File: src/hw/rtl/iirtdf2_pkg.sv
package iirtdf2_pkg;

    localparam int MAX_ORDER   = 8;
    localparam int SAMPLE_BITS = 16;
    localparam int COEF_BITS   = 32;
    localparam int TAP_BITS    = 48;
    localparam int FRAC_BITS   = 24;
    localparam int FUNC_BITS   = 3;
    localparam int SLOT_BITS   = 4;
    localparam int ORDER_BITS  = 4;

    localparam int PROD_BITS = COEF_BITS + SAMPLE_BITS;
    localparam int SUM_BITS  = ((PROD_BITS > TAP_BITS) ? PROD_BITS : TAP_BITS) + 2;
    localparam int QUO_BITS  = SUM_BITS - FRAC_BITS;
    localparam int CMP_BITS  = SLOT_BITS + 1;

    localparam logic [ORDER_BITS-1:0] ORDER_RESET = ORDER_BITS'(2);

    localparam logic KIND_SAMPLE = 1'b0;
    localparam logic KIND_TAP    = 1'b1;

    typedef enum logic [FUNC_BITS-1:0] {
        FUNC_FILTER = 3'd0,
        FUNC_WR_B   = 3'd1,
        FUNC_WR_A   = 3'd2,
        FUNC_WR_TAP = 3'd3,
        FUNC_RD_TAP = 3'd4
    } t_func;

    typedef struct packed {
        logic we_b;
        logic we_a;
        logic we_z;
        logic mul_x;
        logic mul_y;
        logic update;
        logic active;
        logic last;
    } t_cell_ctrl;

    typedef struct packed {
        logic we_b0;
        logic mul_x;
        logic calc_y;
    } t_head_ctrl;

endpackage

File: src/hw/rtl/iirtdf2_head.sv
module iirtdf2_head (
    input  logic                                       i_clk,
    input  logic                                       i_rst_n,
    input  iirtdf2_pkg::t_head_ctrl                    i_ctrl,
    input  logic signed [iirtdf2_pkg::COEF_BITS-1:0]   i_coef,
    input  logic signed [iirtdf2_pkg::SAMPLE_BITS-1:0] i_x,
    input  logic signed [iirtdf2_pkg::TAP_BITS-1:0]    i_z0,
    output logic signed [iirtdf2_pkg::SAMPLE_BITS-1:0] o_y,
    output logic                                       o_y_sat
);
    import iirtdf2_pkg::*;

    localparam logic signed [SUM_BITS-1:0] HALF = SUM_BITS'(1) << (FRAC_BITS - 1);

    logic signed [COEF_BITS-1:0]   r_b0;
    logic signed [PROD_BITS-1:0]   r_p0;
    logic signed [SAMPLE_BITS-1:0] r_y;
    logic                          r_y_sat;
    logic signed [SUM_BITS-1:0]    w_acc;
    logic signed [QUO_BITS-1:0]    w_quo;
    logic signed [SAMPLE_BITS-1:0] n_y;
    logic                          w_ovf;

    always_comb begin
        w_acc = SUM_BITS'(r_p0) + SUM_BITS'(i_z0) + HALF;
        w_quo = w_acc[SUM_BITS-1:FRAC_BITS];
        w_ovf = !((&w_quo[QUO_BITS-1:SAMPLE_BITS-1]) || !(|w_quo[QUO_BITS-1:SAMPLE_BITS-1]));
        if (!w_ovf) begin
            n_y = w_quo[SAMPLE_BITS-1:0];
        end else if (w_quo[QUO_BITS-1]) begin
            n_y = {1'b1, {(SAMPLE_BITS-1){1'b0}}};
        end else begin
            n_y = {1'b0, {(SAMPLE_BITS-1){1'b1}}};
        end
    end

    always_ff @(posedge i_clk) begin
        if (!i_rst_n) begin
            r_b0 <= '0;
        end else if (i_ctrl.we_b0) begin
            r_b0 <= i_coef;
        end
    end

    always_ff @(posedge i_clk) begin
        if (i_ctrl.mul_x) begin
            r_p0 <= r_b0 * i_x;
        end
        if (i_ctrl.calc_y) begin
            r_y     <= n_y;
            r_y_sat <= w_ovf;
        end
    end

    assign o_y     = r_y;
    assign o_y_sat = r_y_sat;

endmodule

File: config.mk
export PLATFORM = sky130hd
export DESIGN_NAME = iirtdf2_head
export DESIGN_NICKNAME = d
export VERILOG_FILES = /design/src/hw/rtl/iirtdf2_pkg.sv /design/src/hw/rtl/iirtdf2_head.sv
export SDC_FILE = /design/constraint.sdc
export NUM_CORES = 2
export LEC_CHECK = 0
export BUFFER_PORTS_ARGS = -buffer_cell sky130_fd_sc_hd__buf_2
export CELL_PAD_IN_SITES_DETAIL_PLACEMENT = 0
export CELL_PAD_IN_SITES_GLOBAL_PLACEMENT = 1
export CORE_AREA = 2 2 161 280
export DETAILED_ROUTE_END_ITERATION = 8
export DIE_AREA = 0 0 163 282
export HOLD_SLACK_MARGIN = 0.05
export PLACE_DENSITY = 0.95
export SKIP_CTS_REPAIR_TIMING = 1
export SYNTH_ARGS = -nofsm -noshare
export SYNTH_HDL_FRONTEND = slang
export SYNTH_SLANG_ARGS = --single-unit
File: constraint.sdc
create_clock -name i_clk -period 15.4 [get_ports i_clk]
set_input_delay 0.77 -clock i_clk [delete_from_list [all_inputs] [get_ports i_clk]]
set_output_delay 0.77 -clock i_clk [all_outputs]
set_load 0.03 [all_outputs]
; Yosys cells after proc, flatten, opt, wreduce, memory -nomap -nowiden
; Cells that the tools add are included.
[totals]
register_bits = 97
latchBits = 0
mem_bits_rw = 0
romBits = 0
inputBits = 101
out_inout_bits = 17
mem_count = 0
[classes]
addsub = 2
n_mul = 1
n_div = 0
order_cmp = 0
eq_ne = 0
n_shift = 0
n_mux = 2
n_bitwise = 0
n_reduce_logical = 5
[op_table]
columns = op, n
row1 = "49-bit by 25-bit adder with 50-bit output, second input constant", 1
row2 = 48-bit by 48-bit adder with 49-bit output, 1
row3 = 32-bit by 16-bit multiplier with 48-bit output, 1
row4 = 16-bit 2-to-1 mux, 2
row5 = 11-bit AND reduction, 1
row6 = 11-bit OR reduction, 1
row7 = 1-bit logical NOT, 2
row8 = 1-bit logical OR, 1

; Depth between registers and ports, before layout
[depth]
ltp_word = 6
depth_mapped = 27

; Worst setup path after synthesis
; No wires, ideal clock.
[synth_timing]
kind = input-to-reg
start = in i_x[1] (netlist name)
end = reg r_p0[46] (data pin)
setup_ns = 0.258
t_arrival_ns = 6.458
slack_ns = 8.685
path_stages = 22
n_path_buf = 1
path_cell_list = clkbuf_1 > nand2_1 > fa_1 > fa_1 > fa_1 > inv_1 > fa_1 > fa_1 > fa_1 > ha_1 > a21o_1 > a21o_1 > a21o_1 > a21o_1 > a21oi_1 > a31oi_1 > a221oi_1 > nor2_1 > a31oi_1 > o21ai_0 > a21oi_1 > xnor2_1
[synth_via]
elab_chain_len = 1
[synth_lines]
columns = item, line_no
row1 = start: declaration, iirtdf2_head.sv:6  ; input logic signed [iirtdf2_pkg::SAMPLE_BITS-1:0] i_x,
row2 = 32-bit by 16-bit multiplier with 48-bit output, iirtdf2_head.sv:47  ; r_p0 <= r_b0 * i_x;
row3 = end signal: assignment, iirtdf2_head.sv:47
row4 = end: declaration, iirtdf2_head.sv:16  ; logic signed [PROD_BITS-1:0] r_p0;
; No other way between the ends.
; A chain may end at the register's enable or synchronous reset.

; Final worst setup path
[layout_timing]
start = in i_x[7] (netlist name)
end = reg r_p0[44] (data pin)
; The elaborated chain is that of the path after synthesis.

==> results.ini <==
[outcome]
status=completed

[power]
p_leak_nw=12.7
ir_drop_mv=0.138
power.total_mw=4.20
power_density_mw_per_mm2=168

[clocking]
cts_max_level=3
clock_sinks=97
cts_buffers=9
cts_buffer_depth=2
clock_latency_ps=380
clkTransAtPathRegs_ps=90
cts_tree=yes
clockRootBuffer=clkbuf_16

[detailed_routing]
drt_iter0_drc=887
drc_errors=0
via_count=17700
totalWireLength_mm=64.2
avgViaCountPerCell=5.61
dr.pass1.iters=4
antenna_left=0
routedWlPerCell_um=20.3

[floorplan]
dieArea_mm2=0.0460
start_util_pct=54.4
row_count=101
die_y_um=282
core_mm2=0.0436
pin_count=118
die_w_um=163

[logic_synthesis]
syn_avg_cell_area_um2=9.33
synthArstFlopShare_pct=0
yosys_warnings=0
seq_area_frac_synth_pct=10.9
ys.flop_type=edfxtp_1
synth_area_mm2=0.0237
synth_edf_count=65
synth.distinct_cells=71
syn_nets=3338
synth-seq-cells=97
synth_cells=2543

[timing]
slew_viol_final=0
whs_ps=644
fin_setup_tns_ps=0
skew_ps=14.1
min_period_ps=7500
rsz0062_at_grt=false
setup_viol=0
max_freq_ghz=0.133
worst_slack_ps=7900
period_share_pct=48.7
maxSlewHeadroom_pct=30.3
finalHoldViolCount=0
worst_slew_pin_slew_ps=1040

[placement]
gp_congestion=1.04
dp_hpwl_mm=51.9
dp.cells=3142
io_buffer_count=117
post_dp_cell_area_mm2=0.0247
dp_slack_ps=7560

[worst_hold_path]
worst_hold_path_type=input port to flip-flop

[setup_path]
end_kind=flip-flop
worstPathArrival_ps=7630
criticalPathCategory=input port to flip-flop
path_max_fanout=32
start_kind=input port
required_ps=15530

[global_routing]
grt_pass1_vias=20300
grt_pass1_wl_mm=103
grt_usage_pct=29.8
grt_max_degree=49
antenna_found_initial=1
grt_overflow=0

[cells_and_area]
drive_gt1_share_pct=6.25
layoutNonFillerInstCount=3160
multiInputGateArea_mm2=0.0186
finalCoreUtilization_pct=57.4
layout_commonest_cell=inv_1
nets=3382
area_growth_pct=5.45
fillers=3868
most-common-layout-cells=578 x inv_1, 486 x fa_1, 322 x nand2_1, 211 x and2_1, 208 x ha_1
design_area_mm2=0.0250
regArea_mm2=0.00259

[run]
maxCapViolCount=0

[where the power goes]
group          switching (mW)  internal (mW)  leakage, nW
clock                   0.125          0.115        0.147
sequential             0.0616          0.495        0.902
combinational            1.99           1.41         11.7
total                    2.18           2.02         12.7
[kinds of logic after synthesis]
logic type / count (synthesis) / synth area share (%)
simple gates: 726 / 15.1
fa+ha+maj: 694 / 52.0
buf+inv: 671 / 10.7
compound gates: 235 / 6.55
flops: 97 / 10.9
xor+xnor: 71 / 2.62
mux: 49 / 2.14
[layer usage]
layer | GRT usage [%] | part of all wire, % | vias up
li1 | - | - | 7814
met1 | 27.9 | 31 | 8960
met2 | 56.3 | 54 | 630
met3 | 3.78 | 4.4 | 322
met4 | 25.7 | 10 | 0
met5 | 0 | 0 | -
[path summary, 6_finish.rpt]
path / start / endpoint / slack (ps) / cells after the start
worst max-delay path: i_x[7] / r_p0[44] / 7900 / 23
worst min-delay path: i_coef[18] / r_b0[18] / 640 / 3
worst max register to register: r_b0[14] / r_p0[43] / 8020 / 23
worst min register to register: r_b0[23] / r_b0[23] / 830 / 3
[cells in the mapped netlist, types with 11 or more instances]
library cell,count,share of area (%)
a21o_1,49,1.5
a21oi_1,76,1.6
and2_1,211,5.6
clkbuf_1,87,1.4
dfxtp_1,32,2.7
edfxtp_1,65,8.2
fa_1,486,41
ha_1,208,11
inv_1,578,9.1
mux2i_1,45,1.9
nand2_1,322,5.1
nand2b_1,11,0.29
nand3_1,15,0.32
nand4_1,15,0.40
nor2_1,64,1.0
nor2b_1,42,1.1
o21ai_0,39,0.82
xnor2_1,46,1.7
xor2_1,25,0.92
[state kept, by name, summed over array words and instances, names as in the netlist]
register / cells
r_b0: 32
r_p0: 48
o_y: 16
o_y_sat: 1
[worst max-delay path, cell delays in order]
cell and delay (ps):
buf_2 640, nand2_1 190, fa_1 600, inv_1 60, fa_1 490, fa_1 570
fa_1 430, fa_1 490, inv_1 50, fa_1 470, inv_1 40, ha_1 390
nand2_1 70, or3_1 360, nor2_1 120, a31oi_1 110, a31oi_1 650, a221oi_1 190
nor2_1 310, a31oi_1 200, o21bai_1 190, a21oi_1 100, xnor2_1 130
[layout make-up]
type	count	area share [%]
diodes	2	0.0200
clock buffers	9	0.900
clock inverters	7	0.290
inverters	578	8.67
multi-input cells	1775	74.3
flip-flops and latches	97	10.4
well taps	566	2.83
repair buffers	126	2.61
Note: power is estimated with default switching activity, not from simulation.
