**src/hw/rtl/iirtdf2_pkg.sv**
```systemverilog
package iirtdf2_pkg;

    localparam int MAX_ORDER   = 8;
    localparam int SAMPLE_BITS = 16;
    localparam int COEF_BITS   = 32;
    localparam int TAP_BITS    = 48;
    localparam int FRAC_BITS   = 24;
    localparam int FUNC_BITS   = 3;
    localparam int SLOT_BITS   = 4;
    localparam int ORDER_BITS  = 4;

    localparam int PROD_BITS = COEF_BITS + SAMPLE_BITS;
    localparam int SUM_BITS  = ((PROD_BITS > TAP_BITS) ? PROD_BITS : TAP_BITS) + 2;
    localparam int QUO_BITS  = SUM_BITS - FRAC_BITS;
    localparam int CMP_BITS  = SLOT_BITS + 1;

    localparam logic [ORDER_BITS-1:0] ORDER_RESET = ORDER_BITS'(2);

    localparam logic KIND_SAMPLE = 1'b0;
    localparam logic KIND_TAP    = 1'b1;

    typedef enum logic [FUNC_BITS-1:0] {
        FUNC_FILTER = 3'd0,
        FUNC_WR_B   = 3'd1,
        FUNC_WR_A   = 3'd2,
        FUNC_WR_TAP = 3'd3,
        FUNC_RD_TAP = 3'd4
    } t_func;

    typedef struct packed {
        logic we_b;
        logic we_a;
        logic we_z;
        logic mul_x;
        logic mul_y;
        logic update;
        logic active;
        logic last;
    } t_cell_ctrl;

    typedef struct packed {
        logic we_b0;
        logic mul_x;
        logic calc_y;
    } t_head_ctrl;

endpackage

```
**src/hw/rtl/iirtdf2_cell.sv**
```systemverilog
module iirtdf2_cell (
    input  logic                                      i_clk,
    input  logic                                      i_rst_n,
    input  iirtdf2_pkg::t_cell_ctrl                   i_ctrl,
    input  logic signed [iirtdf2_pkg::COEF_BITS-1:0]  i_coef,
    input  logic signed [iirtdf2_pkg::TAP_BITS-1:0]   i_tap,
    input  logic signed [iirtdf2_pkg::SAMPLE_BITS-1:0] i_x,
    input  logic signed [iirtdf2_pkg::SAMPLE_BITS-1:0] i_y,
    input  logic signed [iirtdf2_pkg::TAP_BITS-1:0]   i_z_in,
    output logic signed [iirtdf2_pkg::TAP_BITS-1:0]   o_z,
    output logic                                      o_sat
);
    import iirtdf2_pkg::*;

    logic signed [COEF_BITS-1:0] r_b;
    logic signed [COEF_BITS-1:0] r_a;
    logic signed [TAP_BITS-1:0]  r_z;
    logic signed [PROD_BITS-1:0] r_pb;
    logic signed [PROD_BITS-1:0] r_pa;
    logic signed [SUM_BITS-1:0]  w_sum;
    logic signed [TAP_BITS-1:0]  n_z;
    logic                        w_ovf;

    always_comb begin
        w_sum = SUM_BITS'(r_pb) - SUM_BITS'(r_pa);
        if (!i_ctrl.last) begin
            w_sum = w_sum + SUM_BITS'(i_z_in);
        end
        w_ovf = !((&w_sum[SUM_BITS-1:TAP_BITS-1]) || !(|w_sum[SUM_BITS-1:TAP_BITS-1]));
        if (!w_ovf) begin
            n_z = w_sum[TAP_BITS-1:0];
        end else if (w_sum[SUM_BITS-1]) begin
            n_z = {1'b1, {(TAP_BITS-1){1'b0}}};
        end else begin
            n_z = {1'b0, {(TAP_BITS-1){1'b1}}};
        end
    end

    always_ff @(posedge i_clk) begin
        if (!i_rst_n) begin
            r_b <= '0;
            r_a <= '0;
            r_z <= '0;
        end else begin
            if (i_ctrl.we_b) begin
                r_b <= i_coef;
            end
            if (i_ctrl.we_a) begin
                r_a <= i_coef;
            end
            if (i_ctrl.we_z) begin
                r_z <= i_tap;
            end else if (i_ctrl.update && i_ctrl.active) begin
                r_z <= n_z;
            end
        end
    end

    // products held between the two multiply steps and the tap update
    always_ff @(posedge i_clk) begin
        if (i_ctrl.mul_x) begin
            r_pb <= r_b * i_x;
        end
        if (i_ctrl.mul_y) begin
            r_pa <= r_a * i_y;
        end
    end

    assign o_z   = r_z;
    assign o_sat = i_ctrl.active & w_ovf;

endmodule

```
**config.mk**
```make
export PLATFORM = sky130hd
export DESIGN_NAME = iirtdf2_cell
export DESIGN_NICKNAME = d
export VERILOG_FILES = /design/src/hw/rtl/iirtdf2_pkg.sv /design/src/hw/rtl/iirtdf2_cell.sv
export SDC_FILE = /design/constraint.sdc
export NUM_CORES = 2
export LEC_CHECK = 0
export BUFFER_PORTS_ARGS = -buffer_cell sky130_fd_sc_hd__buf_2
export CAP_MARGIN = 30
export CORE_MARGIN = 8
export CORE_UTILIZATION = 60
export CTS_BUF_LIST = sky130_fd_sc_hd__clkbuf_4
export DETAILED_ROUTE_END_ITERATION = 10
export PLACE_DENSITY = 0.81
export REMOVE_ABC_BUFFERS = 1
export SLEW_MARGIN = 20
export SYNTH_ARGS = -nofsm -noshare
export SYNTH_HDL_FRONTEND = slang
export SYNTH_SLANG_ARGS = --single-unit
```
**constraint.sdc**
```tcl
create_clock -name i_clk -period 7 [get_ports i_clk]
set_input_delay 1.05 -clock i_clk [delete_from_list [all_inputs] [get_ports i_clk]]
set_output_delay 1.05 -clock i_clk [all_outputs]
set_load 0.1 [all_outputs]
```
# == Word-level counts from Yosys, hierarchy flattened ==
# Cells that the tools add are included.
# classes
n_addsub,2
bitwise_logic,1
mul,2
mux,5
reduce_logical,7
# ops
cell,count
$mux W48,4
$mul A32 B16 Y48,2
$add A49 B48 Y50,1
$mux W50,1
$sub A48 B48 Y49,1
$reduce_and A3 Y1,1
$reduce_or A3 Y1,1
$logic_not A1 Y1,2
$reduce_bool A2 Y1,1
$and A1 B1 Y1,1
$logic_and A1 B1 Y1,1
$logic_or A1 B1 Y1,1
# word_totals
inputBits,170
regBits,208
word_cells,22
output_inout_bits,49

# == Depth between registers and ports, before layout ==
# logic_depth
ltp_word,9
mapped_depth,26
ltp_nobuf,25

# == Worst setup path after synthesis ==
# No wires, ideal clock.
# synth_path
kind,register -> output
from,reg r_pb[0]
to,out o_sat
path_stages_with_launch,23
setup_slack_ns,-0.980
n_path_buf,1
arrival_time_ns,6.930
path_cell_list,edfxtp_1 > inv_1 > ha_1 > inv_1 > fa_1 > a211oi_1 > o211ai_1 > a32o_1 > and4_1 > o21ai_0 > a21boi_0 > a21boi_0 > xnor2_1 > ha_1 > clkbuf_1 > and3_1 > and3_1 > nand2b_1 > nand3_1 > a31oi_1 > o41ai_1 > mux2i_1 > a221oi_1
# synth_via
elab_chain_cells,8
word_cells_on_any_way,9
# synth_lines
item,line,source
"start, declared",iirtdf2_cell.sv:18,logic signed [PROD_BITS-1:0] r_pb;
"start signal, assigned",iirtdf2_cell.sv:62,r_pb <= r_b * i_x;
$sub A48 B48 Y49 *,iirtdf2_cell.sv:25,w_sum = SUM_BITS'(r_pb) - SUM_BITS'(r_pa);
$add A49 B48 Y50,iirtdf2_cell.sv:27,w_sum = w_sum + SUM_BITS'(i_z_in);
$mux W50 *,iirtdf2_cell.sv:26,if (!i_ctrl.last) begin
$reduce_or A3 Y1,iirtdf2_cell.sv:29,w_ovf = !((&w_sum[SUM_BITS-1:TAP_BITS-1]) || !(|w_sum[SUM_BITS-1:TAP_BITS-1]));
$logic_not A1 Y1,iirtdf2_cell.sv:29,
$logic_or A1 B1 Y1 *,iirtdf2_cell.sv:29,
$logic_not A1 Y1 *,iirtdf2_cell.sv:29,
$and A1 B1 Y1 *,iirtdf2_cell.sv:70,assign o_sat = i_ctrl.active & w_ovf;
"end, declared",iirtdf2_cell.sv:11,output logic o_sat
# Every way passes the cells marked *; elsewhere a longest branch is shown, timed or not.

# == Worst setup path after layout ==
# layout_path
from,reg r_pa[21]
to,out o_sat
# layout_via
elab_chain_cells,8
word_cells_on_any_way,9
# layout_lines
item,line,source
"start, declared",iirtdf2_cell.sv:19,logic signed [PROD_BITS-1:0] r_pa;
"start signal, assigned",iirtdf2_cell.sv:65,r_pa <= r_a * i_y;
$sub A48 B48 Y49 *,iirtdf2_cell.sv:25,
$add A49 B48 Y50,iirtdf2_cell.sv:27,
$mux W50 *,iirtdf2_cell.sv:26,
$reduce_or A3 Y1,iirtdf2_cell.sv:29,
$logic_not A1 Y1,iirtdf2_cell.sv:29,
$logic_or A1 B1 Y1 *,iirtdf2_cell.sv:29,
$logic_not A1 Y1 *,iirtdf2_cell.sv:29,
$and A1 B1 Y1 *,iirtdf2_cell.sv:70,
# Marked as above.

==> run summary <==
The flow ran to the end, but the final reports show violations. The checks that failed: negative setup slack. At the end of routability-driven placement, the weighted congestion stood at 0.988. The tightest slew margin relative to the limit is 41.4%, and the area growth from synthesis to final layout is 14.4%.

The total area inside the core boundary comes to 81500 um^2. The placed instances occupy a cell area of 54000 um^2. For this run, the register share of the synthesized area comes to 10.5%. Of all flip-flops after synthesis, the portion carrying an async set or reset was 0%.

The analysis attributes to cell leakage a power of 0.0279 uW. In the final routed layout, each cell accounts on average for 19.8 um. After layout, the worst path uses 104% of the clock period. The commonest non-fill, non-tap cell in the layout is sky130_fd_sc_hd__inv_1. The H-tree generated during clock tree synthesis spans 2 levels. The run gives 31.5% as the global-route total usage across every layer. Including well taps, the total number of placed cells is 7028.

The slew at the pin with the worst max-slew slack is 0.880 ns. Hold is met by 0.461 ns. For this block, the initial DRC count from the detailed router was 3362.

The critical setup path kind was reg -> out. The total congestion overflow is 0, and the setup-violating endpoint count in the final report is 1. In the layout the commonest cells are sky130_fd_sc_hd__inv_1 (1161), sky130_fd_sc_hd__fa_1 (973), sky130_fd_sc_hd__nand2_1 (701). The power density relative to cell area is 557 nW/um^2, and the number of fillers in the final layout is 6169.

No sink is reached through more buffers than the 3 on the longest clock path. In the final design database the tool counted 7520 nets. IR analysis of the VDD net gives a maximum drop of 0.000481 V. The Yosys step of the flow raised 0 warnings. For this run, the detailed router's first-pass iteration total came to 10. For this block, the via count after detailed routing is 40900. In this run the worst path has a maximum fanout of 6. The number of distinct library cells after synthesis is 74, and the post-synthesis instance total is 5565. The logs give 219 for the number of top-level design ports and 60.2% for the initial cell density of the core.

STA classifies the critical path startpoint as a flop. The run gives 118000 um as the final HPWL from detailed placement. After detailed routing, the number of remaining DRC violations is 0. The least setup slack across all paths after layout came out at -0.275 ns. The run gives 74 as the largest net degree at the start of global routing.

Clock latency on the worst-skew pair, taken at its later pin, is 0.90 ns. The proportion of netlist area held by the largest area contributor was 39.8%. The vertical die dimension works out to 302 um. The arrival time at the worst endpoint is 6.23 ns, and the accumulated negative setup slack is -0.275 ns. The routed design could run at a clock period as short as 7.28 ns. The logs give 3 for the initial antenna violation count and 91100 um^2 for the area enclosed by the die boundary. The clock slew at the register clock pins of the worst setup and hold paths came out at 0.06 ns. In the post-synthesis netlist, the biggest area contributors are sky130_fd_sc_hd__fa_1 (40%), sky130_fd_sc_hd__inv_1 (8.9%), sky130_fd_sc_hd__ha_1 (8.3%).

Dividing the detail-routed via count by the number of cells gives 5.71. Port buffering added 218 buffers. Cells with a size suffix above 1 make up 15.9% of the layout. The data required time at the worst endpoint was 5.95 ns.

The master cell of the clock root buffer was sky130_fd_sc_hd__clkbuf_4. After routing the design area is 56000 um^2. The number of hold buffers added after CTS was 0. The synthesized design spends more area on one cell type than any other, namely sky130_fd_sc_hd__fa_1. The endpoint kind of the worst setup timing path is an output pin. A synthesized cell averages 8.80 um^2. The primary flip-flop cell chosen by synthesis mapping was sky130_fd_sc_hd__dfxtp_1.

The final standard cell count with taps included and fillers excluded is 7174, and the number of enable-type register cells in the synthesized netlist is 96. The final-report max-slew violation count is 0. Across the run, the number of max-cap violations was 0.

Width of the chip: 302 um. The worst clock skew was 0.0849 ns. The class of the tightest hold or removal check is in -> reg.

TritonCTS created 61 clock buffers. TritonCTS built the clock tree. For the count of endpoints failing hold in the final timing report, the log shows 0.

Setup repair after global routing could not meet its margin everywhere. In this run, synthesis produced a sequential element count of 208. Post-synth design cell area: 49000 um^2.

After detailed routing, the total wire length is 142000 um. The floorplan has 105 rows. The tools report the maximum clock frequency as 137 MHz.

The run gives 0 as the residual antenna-violating net count after detailed routing. For the via count of the first global-routing pass, the log shows 43700. The run gives 208 as the clock net sink count.

The first-pass GRT wire length is 227000 um.
-- registers in the layout (all words and copies together) (netlist names) --
signal,cells
o_z,48
r_a,32
r_b,32
r_pa,48
r_pb,48
-- cell usage after synthesis, types with 91 or more instances --
cell                       instances
sky130_fd_sc_hd__fa_1            974
sky130_fd_sc_hd__xnor2_1         131
sky130_fd_sc_hd__o21ai_0         181
sky130_fd_sc_hd__nor3_1          113
sky130_fd_sc_hd__clkbuf_1        244
sky130_fd_sc_hd__nand2_1         705
sky130_fd_sc_hd__a21o_1           91
sky130_fd_sc_hd__inv_1          1162
sky130_fd_sc_hd__edfxtp_1         96
sky130_fd_sc_hd__a21oi_1         227
sky130_fd_sc_hd__ha_1            325
sky130_fd_sc_hd__dfxtp_1         112
sky130_fd_sc_hd__nor2_1          156
sky130_fd_sc_hd__and2_1          423
-- power breakdown --
part           total (uW)  switching, uW  leakage, uW  internal [uW]
Sequential           2390            243      0.00188           2150
Clock                1270            645     0.000487            620
Combinational       27500          15400       0.0255          12200
Total               31200          16300       0.0279          14900
-- kinds of logic after synthesis --
kind of cell	share of synthesized area [%]
fa+ha+maj	48.1
buf+inv	11.0
flops	10.5
compound gates	9.11
mux	1.64
simple gates	16.2
xor+xnor	3.43
-- critical path: stages, from the launching register on --
cell and delay [ns]:
sky130_fd_sc_hd__edfxtp_1 0.39, sky130_fd_sc_hd__inv_1 0.09, sky130_fd_sc_hd__ha_4 0.31, sky130_fd_sc_hd__nand4_1 0.22, sky130_fd_sc_hd__nor4_2 0.40, sky130_fd_sc_hd__a31oi_2 0.18
sky130_fd_sc_hd__o21ai_2 0.18, sky130_fd_sc_hd__nor3_4 0.08, sky130_fd_sc_hd__a2111oi_2 0.38, sky130_fd_sc_hd__nor3_1 0.10, sky130_fd_sc_hd__buf_4 0.15, sky130_fd_sc_hd__buf_4 0.14
sky130_fd_sc_hd__xnor2_4 0.30, sky130_fd_sc_hd__ha_4 0.27, sky130_fd_sc_hd__nand2_1 0.06, sky130_fd_sc_hd__nand2_1 0.05, sky130_fd_sc_hd__a21o_1 0.17, sky130_fd_sc_hd__a221oi_2 0.26
sky130_fd_sc_hd__buf_4 0.17, sky130_fd_sc_hd__o21a_1 0.13, sky130_fd_sc_hd__o21ai_0 0.08, sky130_fd_sc_hd__or4_4 0.50, sky130_fd_sc_hd__nand2_2 0.09, sky130_fd_sc_hd__nor2_2 0.06
sky130_fd_sc_hd__a221oi_2 0.24, sky130_fd_sc_hd__buf_4 0.17, sky130_fd_sc_hd__buf_12 0.16
-- what timing repair did --
item	CTS	global route
pin swaps	40	35
resized for setup	121	91
buffers inserted	22	8
setup endpoints to repair	7	19
endpoints found under the hold margin	0	0
-- path summary, 6_finish.rpt --
check | to | start | slack (ns) | depth (start not counted)
setup / recovery | o_sat | r_pa[21] | -0.28 | 26
hold / removal | o_z[25] | i_tap[25] | 0.46 | 3
setup reg to reg | r_pa[45] | r_a[20] | 0.18 | 26
hold reg to reg | r_b[8] | r_b[8] | 0.54 | 2
-- metrics by stage --
stage               total power [uW]  utilization [%]  worst slack [ns]
detailed placement             27500             66.4            -0.670
floorplan                      18700                -            -0.859
CTS                            30100             68.3            -0.187
finish                         31200             68.8            -0.275
global placement               26900             66.3            -0.629
global route                   33700             68.8            -0.431
-- area by class of cell --
| cell class | count | area (um^2) | share of cell area [%] |
|---|---|---|---|
| Clock inverter | 24 | 154 | 0.275 |
| Timing Repair Buffer | 689 | 4980 | 8.90 |
| Clock buffer | 87 | 653 | 1.17 |
| Inverter | 1164 | 4370 | 7.80 |
| Sequential cell | 208 | 5160 | 9.21 |
| Multi-Input combinational cell | 3927 | 39400 | 70.2 |
| Antenna cell | 5 | 12.5 | 0.0223 |
| Tap cell | 1070 | 1340 | 2.39 |
-- layer usage --
metal	global-route usage (%)	up-vias	routed length, um
li1	-	18100	-
met1	38.3	20300	52600
met2	53.4	2100	67900
met3	6.47	474	13800
met4	15.1	2	7860
met5	0	-	13
No activity file was read; power rests on OpenSTA's default activity.
